`src/rtl/lef_pkg.sv`:
```
// ----------------------------------------------------------------------------
// lef_pkg: shared types and constants of the 3x3 Laplacian edge filter
// Field widths, register codes, kernel codes and the window kernel sum.
// ----------------------------------------------------------------------------
`default_nettype none

package lef_pkg;

	// field and register widths
	localparam int unsigned LEF_PIX_W      = 8;
	localparam int unsigned LEF_ROW_W      = 12;
	localparam int unsigned LEF_GAIN_W     = 16;
	localparam int unsigned LEF_KSEL_W     = 2;
	localparam int unsigned LEF_IMG_W_W    = 11;
	localparam int unsigned LEF_IMG_H_W    = 13;
	localparam int unsigned LEF_CFG_IDX_W  = 2;
	localparam int unsigned LEF_CFG_DATA_W = 16;

	// dimension compare width: holds 4096, the largest legal width or height
	localparam int unsigned LEF_DIM_W      = 13;
	localparam int unsigned LEF_MIN_DIM    = 3;
	localparam int unsigned LEF_MAX_HEIGHT = 4096;
	localparam int unsigned LEF_FIRST_IN   = 2;

	localparam int unsigned LEF_MAX_WIDTH  = 1024;

	// arithmetic widths: |sum| <= 2040
	localparam int unsigned LEF_SUM_W  = 12;
	localparam int unsigned LEF_ACC_W  = 13;
	localparam int unsigned LEF_PROD_W = LEF_SUM_W + LEF_GAIN_W;
	localparam int unsigned LEF_FRAC_W = 8;
	localparam int unsigned LEF_SAT_MAX = 255;

	// reset values of the registers
	localparam logic [LEF_KSEL_W-1:0]  LEF_KSEL_RST  = LEF_KSEL_W'(0);
	localparam logic [LEF_GAIN_W-1:0]  LEF_GAIN_RST  = LEF_GAIN_W'(512);
	localparam logic [LEF_IMG_W_W-1:0] LEF_WIDTH_RST = LEF_IMG_W_W'(256);
	localparam logic [LEF_IMG_H_W-1:0] LEF_HEIGHT_RST = LEF_IMG_H_W'(256);

	localparam int unsigned LEF_Q_DEPTH = 4;

	typedef enum logic [LEF_CFG_IDX_W-1:0] {
		LEF_REG_KERNEL = 2'd0,
		LEF_REG_GAIN   = 2'd1,
		LEF_REG_WIDTH  = 2'd2,
		LEF_REG_HEIGHT = 2'd3
	} lef_reg_t;

	typedef enum logic [LEF_KSEL_W-1:0] {
		LEF_K_FOUR  = 2'd0,
		LEF_K_EIGHT = 2'd1,
		LEF_K_DIAG  = 2'd2
	} lef_kernel_t;

	// 3x3 window, index 3*row + col, row 0 on top, col 2 newest
	typedef logic [8:0][LEF_PIX_W-1:0] lef_win_t;

	typedef struct packed {
		logic nonempty;
		logic full;
	} lef_q_stat_t;

	// Signed kernel response of one window. Unused select acts as four-neighbour.
	function automatic logic signed [LEF_SUM_W-1:0] lef_kernel_sum(
		input lef_win_t win,
		input logic [LEF_KSEL_W-1:0] sel
	);
		logic signed [LEF_ACC_W-1:0] center;
		logic signed [LEF_ACC_W-1:0] edges;
		logic signed [LEF_ACC_W-1:0] corners;
		logic signed [LEF_ACC_W-1:0] acc;
		center  = LEF_ACC_W'(win[4]);
		edges   = LEF_ACC_W'(win[1]) + LEF_ACC_W'(win[3])
			+ LEF_ACC_W'(win[5]) + LEF_ACC_W'(win[7]);
		corners = LEF_ACC_W'(win[0]) + LEF_ACC_W'(win[2])
			+ LEF_ACC_W'(win[6]) + LEF_ACC_W'(win[8]);
		case (sel)
			LEF_K_EIGHT: acc = (center <<< 3) - edges - corners;
			LEF_K_DIAG:  acc = (center <<< 2) - (edges <<< 1) + corners;
			default:     acc = (center <<< 2) - edges;
		endcase
		return LEF_SUM_W'(acc);
	endfunction

endpackage

`default_nettype wire

```
`src/rtl/lef_queue.sv`:
```
// ----------------------------------------------------------------------------
// lef_queue: small register FIFO between the window front and the scaler
// Holds classified kernel sums until the back end takes them.
// ----------------------------------------------------------------------------
`default_nettype none

module lef_queue import lef_pkg::*; #(
	parameter int unsigned DATA_W = LEF_SUM_W + $clog2(LEF_MAX_WIDTH) + LEF_ROW_W + 1
) (
	input  wire logic              clk,
	input  wire logic              arst_n,
	input  wire logic              push,
	input  wire logic [DATA_W-1:0] push_data,
	input  wire logic              pop,
	output lef_q_stat_t            stat,
	output logic      [DATA_W-1:0] pop_data
);

	localparam int unsigned PTR_W = $clog2(LEF_Q_DEPTH);
	localparam int unsigned CNT_W = $clog2(LEF_Q_DEPTH + 1);

	logic [DATA_W-1:0] mem_q [LEF_Q_DEPTH];
	logic [PTR_W-1:0]  wr_ptr_q;
	logic [PTR_W-1:0]  rd_ptr_q;
	logic [CNT_W-1:0]  count_q;

	assign stat.nonempty = (count_q != '0);
	assign stat.full     = (count_q == CNT_W'(LEF_Q_DEPTH));
	assign pop_data      = mem_q[rd_ptr_q];

	always_ff @(posedge clk or negedge arst_n) begin
		if (!arst_n) begin
			wr_ptr_q <= '0;
			rd_ptr_q <= '0;
			count_q  <= '0;
		end else begin
			if (push) begin
				wr_ptr_q <= wr_ptr_q + PTR_W'(1);
			end
			if (pop) begin
				rd_ptr_q <= rd_ptr_q + PTR_W'(1);
			end
			case ({push, pop})
				2'b10:   count_q <= count_q + CNT_W'(1);
				2'b01:   count_q <= count_q - CNT_W'(1);
				default: count_q <= count_q;
			endcase
		end
	end

	always_ff @(posedge clk) begin
		if (push) begin
			mem_q[wr_ptr_q] <= push_data;
		end
	end

endmodule

`default_nettype wire

```
`config.mk`:
```
export PLATFORM = sky130hd
export DESIGN_NAME = lef_queue
export DESIGN_NICKNAME = d
export VERILOG_FILES = /design/src/rtl/lef_pkg.sv /design/src/rtl/lef_queue.sv
export SDC_FILE = /design/constraint.sdc
export NUM_CORES = 1
export LEC_CHECK = 0
export BUFFER_PORTS_ARGS = -buffer_cell sky130_fd_sc_hd__buf_2
export CAP_MARGIN = 20
export CORE_MARGIN = 4
export CORE_UTILIZATION = 56
export DETAILED_ROUTE_END_ITERATION = 8
export MAX_ROUTING_LAYER = met4
export PLACE_DENSITY_LB_ADDON = 0.3
export SLEW_MARGIN = 20
export SYNTH_ARGS = -nofsm -noshare
export SYNTH_HDL_FRONTEND = slang
export SYNTH_SLANG_ARGS = --single-unit
```
`constraint.sdc`:
```
create_clock -name clk -period 2.2 [get_ports clk]
set_clock_uncertainty 0.05 [all_clocks]
set_input_delay 0.33 -clock clk [delete_from_list [all_inputs] [get_ports clk]]
set_output_delay 0.33 -clock clk [all_outputs]
set_load 0.05 [all_outputs]
```
==> impl.org <==
** Worst setup path
- STA puts the critical path data required time at 1.82 ns.
- Logic depth of the worst register-to-register path :: 4
- The critical path in this run is classified as reg -> out.
- Startpoint kind of the worst setup timing path :: flop
- STA puts the critical path data arrival time at 1.92 ns.
- Along the worst path, the maximum fanout reaches 7.
- STA classifies the critical path endpoint as an output pin.

** Drt
- Number of violations reported at the end of detailed-routing iteration 0 :: 130
- Residual antenna-violating net count after detailed routing :: 0
- Detailed-route via count :: 2658
- The pre-antenna-repair detailed-routing pass consisted of 4 iterations.
- Using the TritonRoute via totals, the vias-per-cell ratio works out to 5.316.
- After detailed routing, the average wire length per cell comes to 20.10 microns.
- For this run, design rule violations remaining after detail routing come to 0.
- After detailed routing, the total wire length is 10050 microns.

** Clock network
- Buffers inserted during clock tree synthesis total 17.
- Clock-pin slew was measured on the worst setup and hold paths at 0.06 ns.
- TritonCTS built the clock tree.
- CTS sink cnt :: 147
- Buffer depth of the longest clock path :: 2
- Root buffer cell :: sky130_fd_sc_hd__clkbuf_8
- The H-tree generated during clock tree synthesis spans 4 levels.
- Clock latency at the later pin of the worst-skew pair :: 0.51 ns

** Logic synthesis
- Number of standard cells after synthesis :: 216
- Sequential element share of the synthesized area :: 79.65%
- Yosys printed 0 warnings.
- Number of nets in the synthesized netlist :: 261
- Synthesis-stage register bit count :: 147
- Avg Cell Area, Syn :: 25.45 sq um
- Number of distinct standard cells referenced by the synthesized netlist :: 19
- After synthesis the cells add up to 0.005498 sq mm.

** STA
- Headroom to the max-slew limit :: 72.37%
- Fmax achieved :: 433.9 MHz
- Subtracting the final worst setup slack from the clock period gives 2.305 ns.
- Final hold viol count :: 0
- Setup slack on the critical path of the routed design comes to -0.1045 ns.
- Slew at the pin closest to its max-slew limit :: 0.4144 ns
- Fraction of the cycle the final worst path needs :: 104.8%
- RSZ-0062 raised after global routing :: true
- On the final layout, the worst hold slack is 0.05774 ns.
- The count of pins over their slew limit is 0.
- Setup violations remaining at the end of the flow were counted as 28.

** Power and ir drop
- Overall power consumption after layout is estimated at 11.18 mW.
- In this run the power density over the cells is 1532 mW/mm^2.
- Of the total power, the clock network draws 22.9%.
- IR analysis of the VDD net gives a maximum drop of 0.9900 mV.
- Net switching share of the total power :: 36.86%
- Share of total power in sequential cells :: 34.5%
- Internal power comes to 7.061 mW.
- For this design the total switching power over the nets is 4.122 mW.
- Combinational logic is responsible for 42.6% of the overall power.
- P_leak :: 2.614 nW

** Global routing
- Sum of overflow across all layers after global routing :: 0
- The initial antenna violation count was 0.
- The first global-routing pass estimated 15910 microns of wire.
- Maximum number of pins on one net before global-route repair :: 24
- Number of global-route vias before repair :: 2943
- Total GRT Usage :: 19.59%

** Placed design
- Summed over all nets, the half-perimeter wirelength after detailed placement is 5880 microns.
- The congestion estimate from routability-driven global placement came to 0.6631.
- Port buffering added 75 buffers.
- Pre-CTS setup slack :: 0.3211 ns

** Final layout
- Layout cell share with drive strength beyond 1 :: 44.74%
- Compared with the post-synthesis result, the final layout area differs by 32.75%.
- At the end of the flow, the number of nets in the layout was 403.
- Antenna diode instance count :: 0

** Die
- Width of the die :: 107.1 microns
- The die covers 0.01147 sq mm.
- The floorplan has 35 rows.
- The floorplan step defined a core boundary enclosing 0.009415 sq mm.
- Initial core utilization :: 58.39%
- Vertical die dimension :: 107.1 microns
- For this design the top-level I/O count stands at 76.

** Hold path
- Hold Crit Depth :: 2
- The path class of the tightest hold or removal check is in -> reg.

** Status
- Violated checks :: negative setup slack
- Outcome :: finished, violations left

** Run
- Max-cap violations in this run came to 0.
## sequential cells by signal, summed over array words and instances, names as in the netlist
| register | count |
|---|---|
| mem_q | 140 |
| rd_ptr_q | 2 |
| count_q | 3 |
| wr_ptr_q | 2 |
## cell usage after synthesis
| master | n | area share, % |
|---|---|---|
| sky130_fd_sc_hd__ha_1 | 5 | 1.1 |
| sky130_fd_sc_hd__mux4_1 | 7 | 3.3 |
| sky130_fd_sc_hd__and2_1 | 4 | 0.46 |
| sky130_fd_sc_hd__dfrtp_1 | 7 | 3.2 |
| sky130_fd_sc_hd__nor2_1 | 1 | 0.068 |
| sky130_fd_sc_hd__mux2_2 | 1 | 0.20 |
| sky130_fd_sc_hd__buf_2 | 4 | 0.36 |
| sky130_fd_sc_hd__buf_12 | 3 | 1.1 |
| sky130_fd_sc_hd__inv_1 | 3 | 0.20 |
| sky130_fd_sc_hd__nand2_1 | 2 | 0.14 |
| sky130_fd_sc_hd__buf_6 | 1 | 0.20 |
| sky130_fd_sc_hd__xor2_1 | 3 | 0.48 |
| sky130_fd_sc_hd__edfxtp_1 | 140 | 76 |
| sky130_fd_sc_hd__nor3b_1 | 1 | 0.14 |
| sky130_fd_sc_hd__fa_1 | 1 | 0.36 |
| sky130_fd_sc_hd__mux4_2 | 28 | 11 |
| sky130_fd_sc_hd__or3_1 | 1 | 0.11 |
| sky130_fd_sc_hd__o21ai_0 | 1 | 0.091 |
| sky130_fd_sc_hd__xnor2_1 | 3 | 0.48 |
## metrics by stage
stage	area (sq um)	TNS [ns]	utilization [%]	instances
floorplan	5498	0	-	216
global placement	6091	0	64.69	424
detailed placement	6091	0	64.69	424
CTS	7207	-2.155	76.54	494
global route	7298	-4.043	77.52	500
finish	7298	-2.112	77.52	500
## critical path, stage by stage, from the launching register on
cell,delay (ns)
sky130_fd_sc_hd__dfrtp_2,0.41
sky130_fd_sc_hd__buf_4,0.15
sky130_fd_sc_hd__clkbuf_16,0.16
sky130_fd_sc_hd__mux4_2,0.51
sky130_fd_sc_hd__buf_6,0.17
## layout by cell type, fill, tap and decap left out, types with 2 or more instances in the layout
master / n
sky130_fd_sc_hd__and2_2: 4
sky130_fd_sc_hd__buf_12: 5
sky130_fd_sc_hd__buf_2: 40
sky130_fd_sc_hd__buf_4: 11
sky130_fd_sc_hd__buf_6: 35
sky130_fd_sc_hd__clkbuf_16: 18
sky130_fd_sc_hd__clkinv_4: 5
sky130_fd_sc_hd__dfrtp_1: 5
sky130_fd_sc_hd__dfrtp_2: 2
sky130_fd_sc_hd__dlygate4sd3_1: 37
sky130_fd_sc_hd__edfxtp_1: 140
sky130_fd_sc_hd__ha_1: 5
sky130_fd_sc_hd__inv_1: 3
sky130_fd_sc_hd__inv_6: 6
sky130_fd_sc_hd__mux4_2: 35
sky130_fd_sc_hd__nand2_1: 2
sky130_fd_sc_hd__xnor2_1: 3
sky130_fd_sc_hd__xor2_1: 3
## kinds of logic (layout without fill, tap and decap cells)
kind of cell	count (synthesis)	after routing	share of synthesized area, %
adder cells (fa/ha/maj)	6	6	1.502
buffers and inverters	11	166	1.866
AO/OA/AOI/OAI	1	1	0.09095
flip-flops	147	147	79.65
multiplexers	36	36	15.02
AND/OR/NAND/NOR	9	9	0.9104
XOR/XNOR	6	6	0.9560
## final timing paths
path | start | endpoint | slack (ns)
worst max-delay path | rd_ptr_q[0] | pop_data[25] | -0.10
worst min-delay path | push | wr_ptr_q[0] | 0.06
worst max register to register | wr_ptr_q[0] | mem_q[2][28] | 0.59
worst min register to register | count_q[2] | count_q[2] | 0.43
max in group asynchronous | arst_n | rd_ptr_q[1] | 1.80
min in group asynchronous | arst_n | count_q[2] | 0.13
## timing repair
action / in CTS / in global routing
gates resized for setup: 69 / 13
gates cloned: 0 / 2
setup buffers: 1 / 4
setup endpoints to repair: 35 / 35
hold endpoints to repair: 148 / 0
hold buffers: 37 / 0
## cell type report
class,count,area [sq um]
multi-input combinational,58,994.7
clock inverter,14,118.9
inverter,3,11.26
tap,129,161.4
sequential,147,4382
timing repair buffer,131,1212
clock buffer,18,417.9
fill,500,2117
## power groups by stage
stage | registers (mW) | clock network, mW | logic, mW
after detailed placement | 3.90 | 0 | 3.87
after global routing | 3.90 | 2.75 | 5.01
after CTS | 3.86 | 2.59 | 4.54
final | 3.86 | 2.56 | 4.76
after floorplan | 3.84 | 0 | 3.11
after global placement | 3.87 | 0 | 3.85
## per-layer routing
metal  up-vias  track usage (%)  wire length (microns)
met1      1342            25.69                   4153
met4         0            4.932                    140
met5         -                -                      0
li1       1200                -                      -
met3        17            5.780                    553
met2        99            30.70                   5203
No activity file was read; power rests on OpenSTA's default activity.
