==> src/rtl/lef_pkg.sv <==
// ----------------------------------------------------------------------------
// lef_pkg: shared types and constants of the 3x3 Laplacian edge filter
// Field widths, register codes, kernel codes and the window kernel sum.
// ----------------------------------------------------------------------------
`default_nettype none

package lef_pkg;

	// field and register widths
	localparam int unsigned LEF_PIX_W      = 8;
	localparam int unsigned LEF_ROW_W      = 12;
	localparam int unsigned LEF_GAIN_W     = 16;
	localparam int unsigned LEF_KSEL_W     = 2;
	localparam int unsigned LEF_IMG_W_W    = 11;
	localparam int unsigned LEF_IMG_H_W    = 13;
	localparam int unsigned LEF_CFG_IDX_W  = 2;
	localparam int unsigned LEF_CFG_DATA_W = 16;

	// dimension compare width: holds 4096, the largest legal width or height
	localparam int unsigned LEF_DIM_W      = 13;
	localparam int unsigned LEF_MIN_DIM    = 3;
	localparam int unsigned LEF_MAX_HEIGHT = 4096;
	localparam int unsigned LEF_FIRST_IN   = 2;

	localparam int unsigned LEF_MAX_WIDTH  = 1024;

	// arithmetic widths: |sum| <= 2040
	localparam int unsigned LEF_SUM_W  = 12;
	localparam int unsigned LEF_ACC_W  = 13;
	localparam int unsigned LEF_PROD_W = LEF_SUM_W + LEF_GAIN_W;
	localparam int unsigned LEF_FRAC_W = 8;
	localparam int unsigned LEF_SAT_MAX = 255;

	// reset values of the registers
	localparam logic [LEF_KSEL_W-1:0]  LEF_KSEL_RST  = LEF_KSEL_W'(0);
	localparam logic [LEF_GAIN_W-1:0]  LEF_GAIN_RST  = LEF_GAIN_W'(512);
	localparam logic [LEF_IMG_W_W-1:0] LEF_WIDTH_RST = LEF_IMG_W_W'(256);
	localparam logic [LEF_IMG_H_W-1:0] LEF_HEIGHT_RST = LEF_IMG_H_W'(256);

	localparam int unsigned LEF_Q_DEPTH = 4;

	typedef enum logic [LEF_CFG_IDX_W-1:0] {
		LEF_REG_KERNEL = 2'd0,
		LEF_REG_GAIN   = 2'd1,
		LEF_REG_WIDTH  = 2'd2,
		LEF_REG_HEIGHT = 2'd3
	} lef_reg_t;

	typedef enum logic [LEF_KSEL_W-1:0] {
		LEF_K_FOUR  = 2'd0,
		LEF_K_EIGHT = 2'd1,
		LEF_K_DIAG  = 2'd2
	} lef_kernel_t;

	// 3x3 window, index 3*row + col, row 0 on top, col 2 newest
	typedef logic [8:0][LEF_PIX_W-1:0] lef_win_t;

	typedef struct packed {
		logic nonempty;
		logic full;
	} lef_q_stat_t;

	// Signed kernel response of one window. Unused select acts as four-neighbour.
	function automatic logic signed [LEF_SUM_W-1:0] lef_kernel_sum(
		input lef_win_t win,
		input logic [LEF_KSEL_W-1:0] sel
	);
		logic signed [LEF_ACC_W-1:0] center;
		logic signed [LEF_ACC_W-1:0] edges;
		logic signed [LEF_ACC_W-1:0] corners;
		logic signed [LEF_ACC_W-1:0] acc;
		center  = LEF_ACC_W'(win[4]);
		edges   = LEF_ACC_W'(win[1]) + LEF_ACC_W'(win[3])
			+ LEF_ACC_W'(win[5]) + LEF_ACC_W'(win[7]);
		corners = LEF_ACC_W'(win[0]) + LEF_ACC_W'(win[2])
			+ LEF_ACC_W'(win[6]) + LEF_ACC_W'(win[8]);
		case (sel)
			LEF_K_EIGHT: acc = (center <<< 3) - edges - corners;
			LEF_K_DIAG:  acc = (center <<< 2) - (edges <<< 1) + corners;
			default:     acc = (center <<< 2) - edges;
		endcase
		return LEF_SUM_W'(acc);
	endfunction

endpackage

`default_nettype wire

==> src/rtl/lef_ifs.sv <==
// ----------------------------------------------------------------------------
// lef_ifs: channel interfaces of the edge filter
// Pixel input stream, result stream and register write channel.
// ----------------------------------------------------------------------------
`default_nettype none


interface lef_res_if import lef_pkg::*; #(
	parameter int unsigned COL_W = $clog2(LEF_MAX_WIDTH)
);
	logic                 valid;
	logic                 ready;
	logic [LEF_PIX_W-1:0] edge_value;
	logic [COL_W-1:0]     out_column;
	logic [LEF_ROW_W-1:0] out_row;
	logic                 frame_last;

	modport source(output valid, output edge_value, output out_column,
		output out_row, output frame_last, input ready);
	modport sink(input valid, input edge_value, input out_column,
		input out_row, input frame_last, output ready);
endinterface


`default_nettype wire

==> src/rtl/lef_back.sv <==
// ----------------------------------------------------------------------------
// lef_back: gain multiply, truncation, saturation and result register
// Pops queued kernel sums and drives the result stream.
// ----------------------------------------------------------------------------
`default_nettype none

module lef_back import lef_pkg::*; #(
	parameter int unsigned COL_W  = $clog2(LEF_MAX_WIDTH),
	parameter int unsigned DATA_W = LEF_SUM_W + COL_W + LEF_ROW_W + 1
) (
	input  wire logic                  clk,
	input  wire logic                  arst_n,
	input  wire logic [LEF_GAIN_W-1:0] gain,
	input  wire lef_q_stat_t           q_stat,
	input  wire logic [DATA_W-1:0]     q_data,
	output logic                       q_pop,
	lef_res_if.source                  res
);

	logic signed [LEF_SUM_W-1:0] q_sum;
	logic [LEF_SUM_W-1:0]        mag;
	logic                        out_free;
	logic                        adv_s1;

	logic                        valid_s1;
	logic [LEF_PROD_W-1:0]       prod_s1;
	logic [COL_W-1:0]            col_s1;
	logic [LEF_ROW_W-1:0]        row_s1;
	logic                        last_s1;

	logic                        res_valid_q;
	logic [LEF_PIX_W-1:0]        edge_q;
	logic [COL_W-1:0]            col_q;
	logic [LEF_ROW_W-1:0]        row_q;
	logic                        last_q;

	assign q_sum = q_data[DATA_W-1 -: LEF_SUM_W];
	assign mag   = q_sum[LEF_SUM_W-1] ? LEF_SUM_W'(-q_sum) : LEF_SUM_W'(q_sum);

	assign out_free = !res_valid_q || res.ready;
	assign adv_s1   = !valid_s1 || out_free;
	assign q_pop    = q_stat.nonempty && adv_s1;

	always_ff @(posedge clk or negedge arst_n) begin
		if (!arst_n) begin
			valid_s1    <= 1'b0;
			res_valid_q <= 1'b0;
		end else begin
			if (adv_s1) begin
				valid_s1 <= q_stat.nonempty;
			end
			if (out_free) begin
				res_valid_q <= valid_s1;
			end
		end
	end

	always_ff @(posedge clk) begin
		if (q_pop) begin
			prod_s1 <= LEF_PROD_W'(mag) * LEF_PROD_W'(gain);
			col_s1  <= q_data[LEF_ROW_W+1 +: COL_W];
			row_s1  <= q_data[1 +: LEF_ROW_W];
			last_s1 <= q_data[0];
		end
		if (out_free && valid_s1) begin
			// drop the 8 fraction bits, clip at full scale
			edge_q <= (prod_s1[LEF_PROD_W-1:LEF_FRAC_W+LEF_PIX_W] != '0)
				? LEF_PIX_W'(LEF_SAT_MAX) : prod_s1[LEF_FRAC_W +: LEF_PIX_W];
			col_q  <= col_s1;
			row_q  <= row_s1;
			last_q <= last_s1;
		end
	end

	assign res.valid      = res_valid_q;
	assign res.edge_value = edge_q;
	assign res.out_column = col_q;
	assign res.out_row    = row_q;
	assign res.frame_last = last_q;

endmodule

`default_nettype wire

==> src/flat_wrapper.sv <==
// flat-port wrapper written by rule: the top's interface ports become plain ports
module lef_back_flat import lef_pkg::*;
#(
	parameter int unsigned COL_W  = $clog2(LEF_MAX_WIDTH),
	parameter int unsigned DATA_W = LEF_SUM_W + COL_W + LEF_ROW_W + 1
)
  (clk, arst_n, gain, q_stat, q_data, q_pop, res_valid, res_edge_value, res_out_column, res_out_row, res_frame_last, res_ready);
  lef_res_if #(.COL_W(COL_W)) res_i ();
  input  wire logic clk;
  input  wire logic arst_n;
  input  wire logic [LEF_GAIN_W-1:0] gain;
  input  wire lef_q_stat_t q_stat;
  input  wire logic [DATA_W-1:0] q_data;
  output logic q_pop;
  output wire logic [$bits(res_i.valid)-1:0] res_valid;
  output wire logic [$bits(res_i.edge_value)-1:0] res_edge_value;
  output wire logic [$bits(res_i.out_column)-1:0] res_out_column;
  output wire logic [$bits(res_i.out_row)-1:0] res_out_row;
  output wire logic [$bits(res_i.frame_last)-1:0] res_frame_last;
  input wire logic [$bits(res_i.ready)-1:0] res_ready;
  assign res_valid = res_i.valid;
  assign res_edge_value = res_i.edge_value;
  assign res_out_column = res_i.out_column;
  assign res_out_row = res_i.out_row;
  assign res_frame_last = res_i.frame_last;
  assign res_i.ready = res_ready;
  lef_back #(.COL_W(COL_W), .DATA_W(DATA_W)) u_core (.clk(clk), .arst_n(arst_n), .gain(gain), .q_stat(q_stat), .q_data(q_data), .q_pop(q_pop), .res(res_i));
endmodule
==> config.mk <==
export PLATFORM = sky130hd
export DESIGN_NAME = lef_back_flat
export DESIGN_NICKNAME = d
export VERILOG_FILES = /design/src/rtl/lef_pkg.sv /design/src/rtl/lef_ifs.sv /design/src/rtl/lef_back.sv /design/src/flat_wrapper.sv
export SDC_FILE = /design/constraint.sdc
export NUM_CORES = 1
export LEC_CHECK = 0
export BUFFER_PORTS_ARGS = -buffer_cell sky130_fd_sc_hd__buf_2
export CORE_MARGIN = 4
export CORE_UTILIZATION = 63
export CTS_CLUSTER_DIAMETER = 50
export DETAILED_ROUTE_END_ITERATION = 8
export PLACE_DENSITY = 0.83
export SETUP_SLACK_MARGIN = 0.05
export SLEW_MARGIN = 20
export SYNTH_ARGS = -nofsm -noshare
export SYNTH_HDL_FRONTEND = slang
export SYNTH_SLANG_ARGS = --single-unit
==> constraint.sdc <==
create_clock -name clk -period 9.85 [get_ports clk]
set_input_delay 1.4775 -clock clk [delete_from_list [all_inputs] [get_ports clk]]
set_output_delay 1.4775 -clock clk [all_outputs]
set_load 0.01 [all_outputs]
==> run metrics, run 1 <==
status finished, final reports clean; Cells after Synth 871; Ys Warns 0; cell count of the worst reg-to-reg path 3; total wire length 17,400 um; Routed WL per cell 15.4 um; Congestion Overflow GR 0; setup TNS 0 ns; crit-path max FO 16; layout cells sized above 1 14.0%; top cells by area, synth fa_1 (32%), edfxtp_1 (25%), ha_1 (9.0%); highest-delay cell along the critical path fa_1; vias per cell 5.40; Num CTS Buffers 9; vias post-DR 6,089; Port Buffers 87; sequential area share after synthesis 26.0%; Pins Over Slew Limit 0; Mapped Avg Cell Area 10.0 um^2; Total GRT Usage 23.8%; Crit. End Element register; Tmin final 7.93 ns; Die X-Extent 126 um; CTS tree yes; Final ANT Viol Nets 0; RSZ-0062 raised after global routing false; maximum clock insertion buffer count 2; Post-CTS Hold Buffers 0; Setup CP Type input port to register; hold path cells 0; Post-Syn Area 8730 um^2; Post-synth EDFFs 74; R2R Setup Slk 8.25 ns; crit-path most repeated cell fa_1; worst stage delay on the critical path 0.56 ns; CTS clk-pin slew, worst paths 0.05 ns; die height 126 um; DIE AREA 15,800 um^2; drt first pass iters 7; hold crit path type register to register; FP Rows 42; initial antenna violation count 0; CP arrival 8.01 ns; post-synthesis register bit count 76; 1st-iter DRT viols 352; Post-CTS Setup Inserts 0; Worst Path Required 9.93 ns; fin crit share 80.5%; dominant cell type by area after synthesis fa_1; Starting Density 65.2%; Antenna Cells 0; H-tree depth 3; Yosys cell types 48; Post-Syn Nets 1,129; largest net degree at the start of global routing 45; final net count 1,204; worst skew pair latency 0.34 ns; Async S/R FF share, synth 2.63%; DRC 0; Worst Max-Slew Pin Slew 0.943 ns; Final setup viols 0; RD Place Congestion 0.843; Post-CTS Resized 0; post-DP HPWL 13,400 um; Max Cap Viol 0; startpoint class of the critical path input port; Area growth, synth to finish 11.0%; top_reg_cell synth edfxtp_1; final hold violations 0; global-route wire length before repair 30,300 um; fmax 126 MHz; Rel. slew slack 36.8%; Worst Skew 0.00457 ns; CTS root buffer clkbuf_16; vias in the first global route 6,355; clk sinks 76; Boundary Pins 89; Synth top area share 31.9%; total core area 13,400 um^2
## cell usage in the layout, fill, tap and decap left out, types with 4 or more instances in the layout
cell and n:
nand3_1 6, xnor2_1 20, a31oi_1 4, o21bai_1 4, nor3_1 4, a21o_1 12
fa_1 139, buf_4 11, or2_2 9, clkbuf_16 9, ha_1 63, o21ai_0 13
buf_2 87, and2_1 63, a21oi_1 19, edfxtp_1 74, and3_1 5, nor2_1 10
xor2_1 8, nand2_1 144, inv_1 196
## through the flow
step	setup WS (ns)	hold WS (ns)	instances	area (um^2)	utilization (%)
6_report	1.92	0.416	1127	9700	72.4
5_1_grt	1.55	0.428	1127	9700	72.4
4_1_cts	1.95	0.418	1127	9700	72.4
3_5_place_dp	1.67	0.405	1111	9360	69.8
3_3_place_gp	1.70	0.400	1111	9360	69.8
2_1_floorplan	2.25	0.400	871	8730	-
## final timing paths
kind,startpoint,end
max in group asynchronous,arst_n,u_core.res.valid$_DFFE_PN0P_
hold reg to reg,u_core.row_s1[3]$_DFFE_PP_,u_core.res.out_row[3]$_DFFE_PP_
hold / removal,u_core.row_s1[3]$_DFFE_PP_,u_core.res.out_row[3]$_DFFE_PP_
min in group asynchronous,arst_n,u_core.valid_s1$_DFFE_PN0N_
setup reg to reg,u_core.prod_s1[25]$_DFFE_PP_,u_core.res.edge_value[6]$_SDFFCE_PP1P_
setup / recovery,q_data[23],u_core.prod_s1[25]$_DFFE_PP_
## synth_stat cells (all sizes together) (3+ instances only)
cell type	instances
nor2	10
inv	197
nor4	4
a21oi	19
clkbuf	30
nand2b	3
nor3	4
and2	63
xnor2	21
a21boi	3
a21o	12
and3	5
o31ai	3
ha	63
edfxtp	74
or2	10
o21bai	4
fa	139
xor2	8
nand2	144
o21ai	13
buf	4
nand3	6
a31oi	4
## per-layer routing
layer / track usage (%) / wire [um] / up-vias / part of all wire, %
met1: 29.4 / 6610 / 3022 / 38
met2: 44.1 / 9470 / 209 / 54
met3: 4.36 / 1030 / 32 / 5.9
met4: 4.67 / 293 / 0 / 1.7
met5: 0 / 0 / - / 0
li1: - / - / 2826 / -
## critical path: cells and delay by family
kind | cells | cell delay (ns)
adder cells (fa/ha/maj) | 7 | 3.02
AND/OR/NAND/NOR | 3 | 0.28
XOR/XNOR | 2 | 0.68
buffers and inverters | 6 | 0.76
AO/OA/AOI/OAI | 7 | 1.77
## flip-flops by register name, summed over array words and instances, names as in the netlist
name,flops
u_core.res.frame_last,1
u_core.res.out_column,10
u_core.valid_s1,1
u_core.prod_s1,20
u_core.col_s1,10
u_core.last_s1,1
u_core.row_s1,12
u_core.res.edge_value,8
u_core.res.valid,1
u_core.res.out_row,12
## cell type report
| cell class | instances | area (um^2) |
|---|---|---|
| clock buffer | 9 | 225 |
| fill | 958 | 3700 |
| tap | 176 | 220 |
| clock inverter | 7 | 115 |
| timing repair buffer | 98 | 518 |
| multi-input combinational | 564 | 5610 |
| inverter | 197 | 739 |
| sequential | 76 | 2270 |
## logic make-up after synthesis
group,Yosys count,share of synthesized area (%)
AO/OA/AOI/OAI,74,5.90
flip-flops,76,26.0
adder cells (fa/ha/maj),202,40.9
XOR/XNOR,29,2.91
multiplexers,1,0.172
buffers and inverters,231,9.99
AND/OR/NAND/NOR,258,14.1
Power of run 1 is left out: the tool's default activity adds up to more than one toggle a clock period on the data nets, which glitch-free logic cannot reach.
==> inputs of run 2 (changes only) <==
--- a/config.mk
+++ b/config.mk
@@ -7,10 +7,10 @@
 export LEC_CHECK = 0
 export BUFFER_PORTS_ARGS = -buffer_cell sky130_fd_sc_hd__buf_2
 export CORE_MARGIN = 4
-export CORE_UTILIZATION = 63
+export CORE_UTILIZATION = 61
 export CTS_CLUSTER_DIAMETER = 50
 export DETAILED_ROUTE_END_ITERATION = 8
-export PLACE_DENSITY = 0.83
+export PLACE_DENSITY = 0.81
 export SETUP_SLACK_MARGIN = 0.05
 export SLEW_MARGIN = 20
 export SYNTH_ARGS = -nofsm -noshare
==> constraint.sdc (replaced) <==
create_clock -name clk -period 8.3 [get_ports clk]
set_input_delay 1.245 -clock clk [delete_from_list [all_inputs] [get_ports clk]]
set_output_delay 1.245 -clock clk [all_outputs]
set_load 0.01 [all_outputs]
==> run metrics, run 2 (synthesis results as in run 1) <==
status finished, final reports clean; Largest register FFs 20 (unchanged); startpoint class of the critical path input port; cell count of the worst reg-to-reg path 3 (unchanged); CP Cell Sequence buf_2 -> inv_2 -> nand2_1 -> or4_1 -> or2_4 -> o21ai_0 -> xnor2_1 -> buf_4 -> nand2_1 -> fa_1 -> inv_1 -> fa_1 -> fa_1 -> fa_1 -> inv_1 -> fa_1 -> inv_1 -> ha_1 -> a21o_1 -> a2111oi_2 -> o31a_2 -> nor3_1 -> nor3_1 -> a211o_1; CP startpoint q_data[23]; 1st-iter DRT viols 349 (-0.85%); pre-CTS setup slack 0.560 ns (-1.11 ns); worst setup margin 0.875 ns (-1.05 ns); Critical Path End u_core.prod_s1[27]$_DFFE_PP_; Antenna Cells 0 (unchanged); Boundary Pins 89 (unchanged); die height 128 um (+1.5%); Post-CTS Setup Inserts 0 (unchanged); Rel. slew slack 36.6% (-0.23 points); maximum clock insertion buffer count 2 (unchanged); R2R Setup Slk 6.70 ns (-1.55 ns); Worst path top cell family by delay adder cells; launch point of the worst reg-to-reg path u_core.prod_s1[17]$_DFFE_PP_; CP arrival 7.50 ns (-0.51 ns); Worst Max-Slew Pin Slew 0.944 ns (+0.00125 ns); Crit path buffers/inverters 6 (unchanged); Setup CP Type input port to register; Max Cap Viol 0 (unchanged); post-DP HPWL 13,800 um (+2.9%); vias post-DR 6,143 (+0.89%); Final setup viols 0 (unchanged); final net count 1,207 (+0.25%); RD Place Congestion 0.834 (-1.1%); highest-delay cell along the critical path fa_1; DIE AREA 16,300 um^2 (+3.1%); DRC 0 (unchanged); Hold Startpoint u_core.row_s1[8]$_DFFE_PP_; CTS root buffer clkbuf_16; drt first pass iters 5 (-2); Routed WL per cell 15.5 um (+0.20%); Port Buffers 87 (unchanged); crit-path most repeated cell fa_1; vias per cell 5.42 (+0.35%); Post-CTS Resized 0 (unchanged); Crit. End Element register; hold path cells 0 (unchanged); clk sinks 76 (unchanged); hold crit path type register to register; worst stage delay on the critical path 0.55 ns (about the same); Final ANT Viol Nets 0 (unchanged); Tmin final 7.42 ns; total wire length 17,500 um (+0.74%); H-tree depth 3 (unchanged); FP Rows 43 (+2.4%); largest net degree at the start of global routing 45 (unchanged); Total GRT Usage 23.1% (-0.65 points); fmax 135 MHz; Top reg by flops u_core.prod_s1; global-route wire length before repair 30,000 um (-0.91%); layout cells sized above 1 14.2% (+0.18 points); fin crit share 89.5%; initial antenna violation count 0 (unchanged); setup TNS 0 ns (unchanged); worst skew pair latency 0.32 ns (-0.02 ns); Area growth, synth to finish 11.0% (about the same); CTS tree yes; vias in the first global route 6,579 (+3.5%); total core area 13,900 um^2 (+4.0%); Congestion Overflow GR 0 (unchanged); commonest cells after routing, fill and taps aside inv_1 (196), nand2_1 (144), fa_1 (139); RSZ-0062 raised after global routing false; crit-path max FO 16 (unchanged); Post-CTS Hold Buffers 0 (unchanged); Starting Density 62.7% (-2.5 points); Pins Over Slew Limit 0 (unchanged); Num CTS Buffers 9 (unchanged); Worst Path Required 8.37 ns (-1.56 ns); Worst Skew 0.00486 ns (+0.000289 ns); CP Depth 24 (-4.0%); CTS clk-pin slew, worst paths 0.06 ns (about the same); commonest non-fill, non-tap cell in the layout inv_1; Die X-Extent 128 um (+1.5%); Worst R2R End u_core.res.edge_value[0]$_SDFFCE_PP1P_; final hold violations 0 (unchanged)
[run 2: cell count changes in the layout (fill, tap and decap cells not counted), sizes merged]
cell / before / now
buf: 98 / 101
bufinv: 3 / 2
[run 2: final cells by class]
type | count | area [um^2]
Multi-Input combinational cell | 564 | 5600
Clock buffer | 9 | 225
Timing Repair Buffer | 101 | 541
Tap cell | 180 | 225
Sequential cell | 76 | 2270
Inverter | 197 | 739
Clock inverter | 6 | 90.1
Fill cell | 1057 | 4240
[run 2: worst min path at each step]
stage | to | slack, ns
floorplan | u_core.res.frame_last$_DFFE_PP_ | 0.40
global placement | u_core.res.out_column[3]$_DFFE_PP_ | 0.40
detailed placement | u_core.res.out_column[7]$_DFFE_PP_ | 0.40
CTS | u_core.res.out_row[11]$_DFFE_PP_ | 0.42
global route | u_core.res.out_row[8]$_DFFE_PP_ | 0.42
finish | u_core.res.out_row[8]$_DFFE_PP_ | 0.42
[run 2: per-stage QoR]
| stage | hold WS [ns] | instances | util [%] | cell area [um^2] |
|---|---|---|---|---|
| 3_3_place_gp | 0.401 | 1118 | 67.3 | 9380 |
| 5_1_grt | 0.424 | 1133 | 69.6 | 9690 |
| 6_report | 0.417 | 1133 | 69.6 | 9690 |
| 2_1_floorplan | 0.400 | 871 | - | 8730 |
| 3_5_place_dp | 0.405 | 1118 | 67.3 | 9380 |
| 4_1_cts | 0.418 | 1133 | 69.6 | 9690 |
[run 2: worst reg2reg max path: cells and delay by family, from the launching register on]
family           cells  cell delay, ns
and+or+nand+nor      3            0.98
DFF                  1            0.36
[run 2: layer usage]
layer	share of wire (%)	GRT usage [%]
met1	37	26.9
met2	54	42.3
met3	5.0	4.08
met4	4.0	9.49
met5	0	0
Power of run 2 is left out for the same reason.
